$ cat config.mk
export PLATFORM = sky130hd
export DESIGN_NAME = audio_ping_pong_buffer_controller_unit_flat
export DESIGN_NICKNAME = d
export VERILOG_FILES = /design/src/sv/appbc_pkg.sv /design/src/sv/appbc_if.sv /design/src/sv/audio_ping_pong_buffer_controller_unit.sv /design/src/flat_wrapper.sv
export SDC_FILE = /design/constraint.sdc
export NUM_CORES = 1
export LEC_CHECK = 0
export BUFFER_PORTS_ARGS = -buffer_cell sky130_fd_sc_hd__buf_2
export CAP_MARGIN = 5
export CELL_PAD_IN_SITES_DETAIL_PLACEMENT = 1
export CELL_PAD_IN_SITES_GLOBAL_PLACEMENT = 1
export CORE_AREA = 2 2 74 128
export CTS_BUF_LIST = sky130_fd_sc_hd__clkbuf_8 sky130_fd_sc_hd__clkbuf_16
export DETAILED_ROUTE_END_ITERATION = 7
export DIE_AREA = 0 0 76 130
export PLACE_DENSITY_LB_ADDON = 0.1
export SYNTH_ARGS = -nofsm -noshare
export SYNTH_HDL_FRONTEND = slang
export SYNTH_SLANG_ARGS = --single-unit
$ cat constraint.sdc
create_clock -name clk -period 2.95 [get_ports clk]
set_clock_uncertainty 0.05 [all_clocks]
set_input_delay 0.295 -clock clk [delete_from_list [all_inputs] [get_ports clk]]
set_output_delay 0.295 -clock clk [all_outputs]
set_load 0.01 [all_outputs]
$ cat src/sv/appbc_pkg.sv
// ----------------------------------------------------------------------------
// appbc_pkg
// Types and constants shared by the audio ping-pong buffer controller.
// ----------------------------------------------------------------------------
package appbc_pkg;

    localparam int MAX_BUFFER_SAMPLES = 4096;
    localparam int COUNT_W            = 13;
    localparam int KIND_W             = 2;

    localparam logic [COUNT_W-1:0] SAMPLES_RESET = COUNT_W'(256);
    localparam logic [COUNT_W-1:0] SAMPLES_MAX   = COUNT_W'(MAX_BUFFER_SAMPLES);
    localparam logic [COUNT_W-1:0] SAMPLES_MIN   = COUNT_W'(1);

    typedef enum logic [KIND_W-1:0] {
        KIND_START  = 2'd0,
        KIND_FILLED = 2'd1,
        KIND_PLAYED = 2'd2,
        KIND_NONE   = 2'd3
    } kind_t;

    // Phase of one playback buffer.
    typedef enum logic [3:0] {
        PH_EMPTY   = 4'b0001,
        PH_FILLING = 4'b0010,
        PH_FULL    = 4'b0100,
        PH_PLAYING = 4'b1000
    } phase_t;

    typedef struct packed {
        logic [KIND_W-1:0]  kind;
        logic               buf_index;
        logic [COUNT_W-1:0] fill_count;
    } event_t;

    typedef struct packed {
        logic               fill_request;
        logic               fill_target;
        logic               pad_needed;
        logic [COUNT_W-1:0] pad_start;
        logic               move_to_first;
        logic               output_start;
        logic               output_stop;
        logic               underrun;
        logic               stream_done;
        logic               event_error;
    } result_t;

endpackage

$ cat src/sv/appbc_if.sv
// ----------------------------------------------------------------------------
// appbc channel interfaces
// Valid/ready channels for events, command results and the size register.
// ----------------------------------------------------------------------------
interface appbc_event_if;
    logic              valid;
    logic              ready;
    appbc_pkg::event_t data;

    modport source (output valid, output data, input ready);
    modport sink   (input valid, input data, output ready);
endinterface

interface appbc_result_if;
    logic               valid;
    logic               ready;
    appbc_pkg::result_t data;

    modport source (output valid, output data, input ready);
    modport sink   (input valid, input data, output ready);
endinterface

interface appbc_cfg_if;
    logic                             valid;
    logic                             ready;
    logic [appbc_pkg::COUNT_W-1:0]    data;

    modport source (output valid, output data, input ready);
    modport sink   (input valid, input data, output ready);
endinterface

$ cat src/sv/audio_ping_pong_buffer_controller_unit.sv
// ----------------------------------------------------------------------------
// audio_ping_pong_buffer_controller_unit
// Tracks two playback buffers and issues fill, pad and output commands.
// ----------------------------------------------------------------------------
// Usage:
//   evt : event requests (start, buffer filled, buffer finished playing).
//   res : one command result for every accepted event request.
//   cfg : writes the buffer size in samples; 0 is taken as 1 and values
//         above the maximum are clamped. Write it only while idle.
// A result is registered at the edge that accepts the event and is presented
// on the following cycle. Throughput is one event per cycle while the receiver
// keeps up, set by the single result register; evt.ready stays high while the
// result register is empty or being drained in the same cycle.
// If the receiver stalls, the result holds and evt.ready drops until it is
// taken; no event is lost.
// Reset puts both buffers in the empty phase with zero fill levels, sets the
// buffer size to 256 samples and empties the result register.
// An illegal event yields a result with only event_error set and leaves the
// buffer state unchanged.
// ----------------------------------------------------------------------------
module audio_ping_pong_buffer_controller_unit (
    input  logic                  clk,
    input  logic                  rst_n,
    appbc_event_if.sink           evt,
    appbc_result_if.source        res,
    appbc_cfg_if.sink             cfg
);

    logic [appbc_pkg::COUNT_W-1:0] samples_reg;
    logic [appbc_pkg::COUNT_W-1:0] samples_next;

    appbc_pkg::phase_t             phase_reg [2];
    appbc_pkg::phase_t             phase_next [2];
    logic [appbc_pkg::COUNT_W-1:0] level_reg [2];
    logic [appbc_pkg::COUNT_W-1:0] level_next [2];

    logic                          res_valid_reg;
    appbc_pkg::result_t            res_data_reg;
    appbc_pkg::result_t            res_data_next;

    logic                          evt_take;
    logic                          b;
    logic                          other;
    logic [appbc_pkg::COUNT_W-1:0] count;

    assign evt.ready = !res_valid_reg || res.ready;
    assign evt_take  = evt.valid && evt.ready;
    assign cfg.ready = 1'b1;

    assign res.valid = res_valid_reg;
    assign res.data  = res_data_reg;

    assign b     = evt.data.buf_index;
    assign other = ~evt.data.buf_index;
    assign count = evt.data.fill_count;

    always_comb
    begin
        if (cfg.data == '0)
        begin
            samples_next = appbc_pkg::SAMPLES_MIN;
        end
        else if (cfg.data > appbc_pkg::SAMPLES_MAX)
        begin
            samples_next = appbc_pkg::SAMPLES_MAX;
        end
        else
        begin
            samples_next = cfg.data;
        end
    end

    always_comb
    begin
        logic err;

        err           = 1'b0;
        phase_next    = phase_reg;
        level_next    = level_reg;
        res_data_next = '0;

        case (evt.data.kind)
            appbc_pkg::KIND_START:
            begin
                if (phase_reg[0] == appbc_pkg::PH_EMPTY &&
                    phase_reg[1] == appbc_pkg::PH_EMPTY)
                begin
                    phase_next[0]              = appbc_pkg::PH_FILLING;
                    res_data_next.fill_request = 1'b1;
                    res_data_next.fill_target  = 1'b0;
                end
                else
                begin
                    err = 1'b1;
                end
            end
            appbc_pkg::KIND_FILLED:
            begin
                if (phase_reg[b] != appbc_pkg::PH_FILLING || count > samples_reg ||
                    (phase_reg[other] != appbc_pkg::PH_EMPTY &&
                     phase_reg[other] != appbc_pkg::PH_PLAYING))
                begin
                    err = 1'b1;
                end
                else
                begin
                    level_next[b] = count;
                    phase_next[b] = appbc_pkg::PH_FULL;
                    if (count < samples_reg)
                    begin
                        res_data_next.pad_needed = 1'b1;
                        res_data_next.pad_start  = count;
                    end
                    if (phase_reg[other] == appbc_pkg::PH_EMPTY)
                    begin
                        // The first full buffer always plays from buffer 0,
                        // so a fill of buffer 1 is moved there with its count.
                        if (b)
                        begin
                            res_data_next.move_to_first = 1'b1;
                            level_next[0]               = count;
                            phase_next[1]               = appbc_pkg::PH_EMPTY;
                        end
                        res_data_next.output_start = 1'b1;
                        phase_next[0]              = appbc_pkg::PH_PLAYING;
                        if (count == samples_reg)
                        begin
                            phase_next[1]              = appbc_pkg::PH_FILLING;
                            res_data_next.fill_request = 1'b1;
                            res_data_next.fill_target  = 1'b1;
                        end
                    end
                end
            end
            appbc_pkg::KIND_PLAYED:
            begin
                if (phase_reg[b] != appbc_pkg::PH_PLAYING ||
                    phase_reg[other] == appbc_pkg::PH_PLAYING)
                begin
                    err = 1'b1;
                end
                else
                begin
                    phase_next[b] = appbc_pkg::PH_EMPTY;
                    if (phase_reg[other] == appbc_pkg::PH_FULL)
                    begin
                        phase_next[other] = appbc_pkg::PH_PLAYING;
                        // A short buffer marks end of stream: no refill after it.
                        if (level_reg[other] == samples_reg)
                        begin
                            phase_next[b]              = appbc_pkg::PH_FILLING;
                            res_data_next.fill_request = 1'b1;
                            res_data_next.fill_target  = b;
                        end
                    end
                    else if (phase_reg[other] == appbc_pkg::PH_FILLING)
                    begin
                        res_data_next.output_stop = 1'b1;
                        res_data_next.underrun    = 1'b1;
                    end
                    else
                    begin
                        res_data_next.output_stop = 1'b1;
                        res_data_next.stream_done = 1'b1;
                    end
                end
            end
            default:
            begin
                err = 1'b1;
            end
        endcase

        if (err)
        begin
            phase_next                = phase_reg;
            level_next                = level_reg;
            res_data_next             = '0;
            res_data_next.event_error = 1'b1;
        end
    end

    always_ff @(posedge clk or negedge rst_n)
    begin
        if (!rst_n)
        begin
            samples_reg   <= appbc_pkg::SAMPLES_RESET;
            phase_reg[0]  <= appbc_pkg::PH_EMPTY;
            phase_reg[1]  <= appbc_pkg::PH_EMPTY;
            level_reg[0]  <= '0;
            level_reg[1]  <= '0;
            res_valid_reg <= 1'b0;
        end
        else
        begin
            if (cfg.valid)
            begin
                samples_reg <= samples_next;
            end
            if (evt_take)
            begin
                phase_reg     <= phase_next;
                level_reg     <= level_next;
                res_valid_reg <= 1'b1;
            end
            else if (res.ready)
            begin
                res_valid_reg <= 1'b0;
            end
        end
    end

    always_ff @(posedge clk)
    begin
        if (evt_take)
        begin
            res_data_reg <= res_data_next;
        end
    end

endmodule

$ cat src/flat_wrapper.sv
// flat-port wrapper written by rule: the top's interface ports become plain ports
module audio_ping_pong_buffer_controller_unit_flat 
  (clk, rst_n, evt_valid, evt_data, evt_ready, res_valid, res_data, res_ready, cfg_valid, cfg_data, cfg_ready);
  appbc_event_if evt_i ();
  appbc_result_if res_i ();
  appbc_cfg_if cfg_i ();
  input  logic clk;
  input  logic rst_n;
  input wire logic [$bits(evt_i.valid)-1:0] evt_valid;
  input wire logic [$bits(evt_i.data)-1:0] evt_data;
  output wire logic [$bits(evt_i.ready)-1:0] evt_ready;
  output wire logic [$bits(res_i.valid)-1:0] res_valid;
  output wire logic [$bits(res_i.data)-1:0] res_data;
  input wire logic [$bits(res_i.ready)-1:0] res_ready;
  input wire logic [$bits(cfg_i.valid)-1:0] cfg_valid;
  input wire logic [$bits(cfg_i.data)-1:0] cfg_data;
  output wire logic [$bits(cfg_i.ready)-1:0] cfg_ready;
  assign evt_i.valid = evt_valid;
  assign evt_i.data = evt_data;
  assign evt_ready = evt_i.ready;
  assign res_valid = res_i.valid;
  assign res_data = res_i.data;
  assign res_i.ready = res_ready;
  assign cfg_i.valid = cfg_valid;
  assign cfg_i.data = cfg_data;
  assign cfg_ready = cfg_i.ready;
  audio_ping_pong_buffer_controller_unit u_core (.clk(clk), .rst_n(rst_n), .evt(evt_i), .res(res_i), .cfg(cfg_i));
endmodule
## After elaboration in Yosys (flattened, before gate mapping)

Index checks and enable logic that the tools add are counted.

- Mux-type cells: 51
- Reductions and logical operators: 23
- Bitwise logic cells: 21
- Order comparisons: 7
- Equal/unequal tests: 17

Operators with widths:

| cell | count |
|---|---|
| 2-to-1 mux 13 bit | 8 |
| 2-to-1 mux 4 bit | 11 |
| 2-to-1 mux 8 bit | 5 |
| bitwise mux 26 bit | 1 |
| == test 13 bit | 2 |
| AND 6 bit | 4 |
| inverter 6 bit | 4 |
| 2-to-1 mux 18 bit | 1 |
| 2-to-1 mux 14 bit | 1 |
| 2-to-1 mux 2 bit | 7 |
| demux 13 bit (select 1 bit) | 1 |
| > comparator 13 bit | 1 |
| > comparator 13 bit (second input constant) | 1 |
| zero test 13 bit | 1 |
| less-than comparator 13 bit | 1 |
| == test 4 x 1 -> 1 bit (second input constant) | 3 |
| one-hot mux 4 bit (3 select lines) | 1 |
| OR reduction 4 bit | 3 |
| 2-to-1 mux 1 bit | 9 |
| demux 4 bit (select 1 bit) | 2 |
| inequality test 4 bit (second input constant) | 2 |
| OR 2 bit | 4 |
| one-hot mux 4 bit (2 select lines) | 1 |
| inverter 1 bit | 7 |
| 25 further kinds | 38 |

- Logic and storage cells: 135
- Bits in registers: 70
- Output and inout bits: 25

## Logic depth before layout (Yosys ltp)

- Word-level depth: 13
- Gate-level depth with buffers: 10
- Depth with buffers taken out: 9

## Worst setup path after synthesis

Ideal clock, no wire load.

- Path kind: reg2reg
- Start point: register u_core.samples_reg[8] (netlist bit)
- End point: register u_core.level_reg[10] (netlist bit)
- Period minus slack after synthesis: 2.682 ns
- Path slack: 0.268 ns
- Library setup time: 0.125 ns
- Data arrival time: 2.506 ns
- Cell stages (with the launch flop): 11
- Cell sequence: dfstp_2 -> inv_1 -> ha_1 -> a21oi_1 -> o21ai_0 -> a221oi_1 -> and2_0 -> o2111a_2 -> nand3_4 -> buf_6 -> mux2_4

- Longest elaborated chain between the ends: 7

RTL lines:

| element | RTL line | source |
|---|---|---|
| start, declared | audio_ping_pong_buffer_controller_unit.sv:29 | `logic [appbc_pkg::COUNT_W-1:0] samples_reg;` |
| start signal, assigned | audio_ping_pong_buffer_controller_unit.sv:187 | `samples_reg <= appbc_pkg::SAMPLES_RESET;` |
| start signal, assigned | audio_ping_pong_buffer_controller_unit.sv:198 | `samples_reg <= samples_next;` |
| > comparator 13 bit * | audio_ping_pong_buffer_controller_unit.sv:99 | `if (phase_reg[b] != appbc_pkg::PH_FILLING \|\| count > samples_reg \|\|` |
| logical OR 1 bit * (2 in series) | audio_ping_pong_buffer_controller_unit.sv:99 |  |
| 2-to-1 mux 1 bit | audio_ping_pong_buffer_controller_unit.sv:99 |  |
| one-hot mux 1 bit (3 select lines) | audio_ping_pong_buffer_controller_unit.sv:82 | `case (evt.data.kind)` |
| inverter 1 bit (no source line) | n/a |  |
| AND reduction 4 bit (no source line) * | n/a |  |
| end signal, assigned | audio_ping_pong_buffer_controller_unit.sv:203 | `level_reg <= level_next;` |
| end, declared | audio_ping_pong_buffer_controller_unit.sv:34 | `logic [appbc_pkg::COUNT_W-1:0] level_reg [2];` |

Every way passes the cells marked *; elsewhere a longest branch is shown, timed or not.
A chain may end at the register's enable or synchronous reset.

## Worst setup path after layout

- Start point: register u_core.phase_reg[0] (netlist bit)
- End point: register u_core.phase_reg[0] (netlist bit)

- Longest elaborated chain between the ends: 10

RTL lines:

| element | RTL line | source |
|---|---|---|
| start, declared | audio_ping_pong_buffer_controller_unit.sv:32 | `appbc_pkg::phase_t phase_reg [2];` |
| start signal, assigned | audio_ping_pong_buffer_controller_unit.sv:202 | `phase_reg <= phase_next;` |
| 2-to-1 mux 4 bit, on equally long branches (3 in series) | n/a |  |
| inequality test 4 x 2 -> 1 bit, or another cell as far along | audio_ping_pong_buffer_controller_unit.sv:99 |  |
| logical OR 1 bit or logical AND 1 bit (tied branches) | audio_ping_pong_buffer_controller_unit.sv:99, audio_ping_pong_buffer_controller_unit.sv:100 |  |
| logical OR 1 bit | audio_ping_pong_buffer_controller_unit.sv:99 |  |
| 2-to-1 mux 1 bit | audio_ping_pong_buffer_controller_unit.sv:99 |  |
| one-hot mux 1 bit (3 select lines) | audio_ping_pong_buffer_controller_unit.sv:82 |  |
| inverter 1 bit (no source line) | n/a |  |
| AND reduction 5 bit (no source line) | n/a |  |

Several ways; a longest one is shown, not always the timed one. The select of a mux whose other input is x is not followed.

==> results.toml <==
[route]
via_count = 2901
wl_per_cell_um = 19.97
routed_via_density = 5.474
wl_mm = 10.58
first_pass_iters = 4
drc_errors = 0
antenna_left = 0
drtIter0Drc = 112

[finish]
fin_nets = 456
layout-drive-gt1-share_pct = 32.20
final_common_cell = "buf_2"
regArea_um2 = 1866
multiInputGateArea_um2 = 1854
nFillCells = 974
fin_area_um2 = 4711
final_cell_mix = "57 x buf_2, 45 x dfrtp_1, 26 x inv_1"
diodes = 0
largest_reg_flops = 26
syn_to_final_growth_pct = 21.84

[clock_network]
clkTransAtPathRegs_ns = 0.06
numClockSinks = 70
cts_tree = "built"
root_buffer = "clkbuf_16"
htreeDepth = 3
cts_max_path_buffers = 2
numCtsBuffers = 9
clock_latency_ns = 0.34

[synth]
synth_area_leaders = "dfrtp_1 29%, edfxtp_1 17%, mux2_4 7.8%"
yosysWarnings = 0
async_flop_share_pct = 68.57
yosysTopAreaCellShare_pct = 29.13
yosys.area.top_type = "dfrtp_1"
postSynthCellCount = 334
postSynthAreaPerCell_um2 = 11.58
synth_seq_area_share_pct = 48.25
synth_flop_cell = "dfrtp_1"
synth_enable_flop_cells = 22
syn-cell-area_um2 = 3866
ys_ff_latch = 70
syn-num-nets = 385
synth_cell_types = 57

[critical_path]
worstSetupPathType = "flop to flop"
worst_ep_required_time_ns = 3.16
crit_path_end_kind = "flop"
crit_arrival_ns = 3.02
path_max_fanout = 9
start_kind = "flop"

[die]
row_count = 46
dieWidth_um = 76
start_util_pct = 43.34
die_area_um2 = 9880
ioPinCount = 59
core_um2 = 8921
die_h_um = 130

[global_route]
overflow = 0
antenna_found_initial = 0
grt_use_total_pct = 22.44
grt_pass1_wl_mm = 16.63
grt_pass1_vias = 3166
grt_max_degree = 27

[power]
cellPowerDensity_nw_per_um2 = 608.4
power_mw = 2.866
p_leak_nw = 2.258
ir_worst_vdd_mv = 0.3097

[placement]
hpwl_mm = 8.122
portBuffers = 57
dpl_cell_area_um2 = 4320
place_congestion = 0.8186

[sta]
tns_ns = 0
hold_viol = 0
slew_viol_final = 0
rsz0062_at_grt = "no"
fmax_ghz = 0.3565
slew_headroom_pct = 56.61
setup_viol = 0
layout_min_cycle_time_ns = 2.805
tightest_slew_ns = 0.6495
timing.hold.ws_ns = 0.1128
fin_crit_sh_pct = 95.09

[status]
status = "finished clean"

[worst_hold_path]
hold_class = "input port to flop"

[flow_run]
drv_cap = 0
==> per-layer routing <==
layer	wire [um]	vias up	GRT usage, %
met1	3817	1465	23.27
li1	-	1356	-
met4	280	0	10.48
met5	0	-	0
met2	6188	60	43.70
met3	297	20	4.011
==> through the flow <==
stage                     cells  util, %  setup WS, ns
after floorplan             334        -        0.2685
after global placement      512    48.43        0.2257
after detailed placement    512    48.43        0.1271
after CTS                   529    52.33        0.1042
after global routing        530    52.81      0.003056
final                       530    52.81        0.1448
==> cells by family after synthesis <==
| family | Yosys count | synth area share [%] |
|---|---|---|
| compound gates | 56 | 9.418 |
| xor+xnor | 13 | 2.945 |
| fa+ha+maj | 18 | 5.760 |
| buf+inv | 37 | 4.369 |
| flops | 70 | 48.25 |
| mux | 43 | 13.98 |
| other cells | 1 | 0.09699 |
| simple gates | 96 | 15.18 |
==> cell type report <==
class | count | area share [%]
Clock buffer | 9 | 4.781
Tap cell | 120 | 3.187
Timing Repair Buffer | 71 | 8.606
Sequential cell | 70 | 39.60
Clock inverter | 7 | 2.390
Inverter | 26 | 2.072
Multi-Input combinational cell | 227 | 39.36
==> synth_stat cells, drive strengths merged (4+ instances only) <==
| cell | count |
|---|---|
| a21oi | 12 |
| a31oi | 4 |
| and3 | 15 |
| buf | 7 |
| clkbuf | 4 |
| dfrtp | 45 |
| edfxtp | 22 |
| ha | 17 |
| inv | 26 |
| mux2 | 28 |
| mux2i | 15 |
| nand2 | 23 |
| nand3 | 7 |
| nor2 | 7 |
| nor3 | 8 |
| nor3b | 6 |
| nor4 | 10 |
| o21ai | 21 |
| o22ai | 4 |
| xnor2 | 13 |
==> worst paths after layout <==
check                           slack [ns]           startpoint  depth (start not counted)                   end
worst max-delay path                  0.14  u_core.phase_reg[0]                          7   u_core.phase_reg[0]
worst min-delay path                  0.11            evt_valid                          2      u_core.res.valid
worst max register to register        0.14  u_core.phase_reg[0]                          7   u_core.phase_reg[0]
worst min register to register        0.45  u_core.level_reg[1]                          1   u_core.level_reg[1]
max in group asynchronous             1.76                rst_n                          3  u_core.level_reg[10]
min in group asynchronous             0.47                rst_n                          2      u_core.res.valid
==> timing repair <==
action                                  4_1_cts  5_1_grt
hold buffers                                  1        0
endpoints found under the setup margin        0       29
gates resized for setup                       0        4
endpoints found under the hold margin        21        0
buffers inserted                              0        1
==> critical path, stage by stage, from the launching register on <==
cell and delay (ns):
dfstp_2 0.57, nor4b_2 0.48, nand2_1 0.17, a211o_1 0.32, a21o_1 0.20, nor3_4 0.43
nand2_2 0.14, o32a_1 0.36
==> report_power, final <==
| group | switching [mW] | total, mW | internal, mW |
|---|---|---|---|
| clock | 0.422 | 1.24 | 0.821 |
| sequential | 0.0715 | 1.15 | 1.08 |
| combinational | 0.275 | 0.470 | 0.195 |
| total | 0.768 | 2.87 | 2.10 |
(Power assumes the default switching activity.)
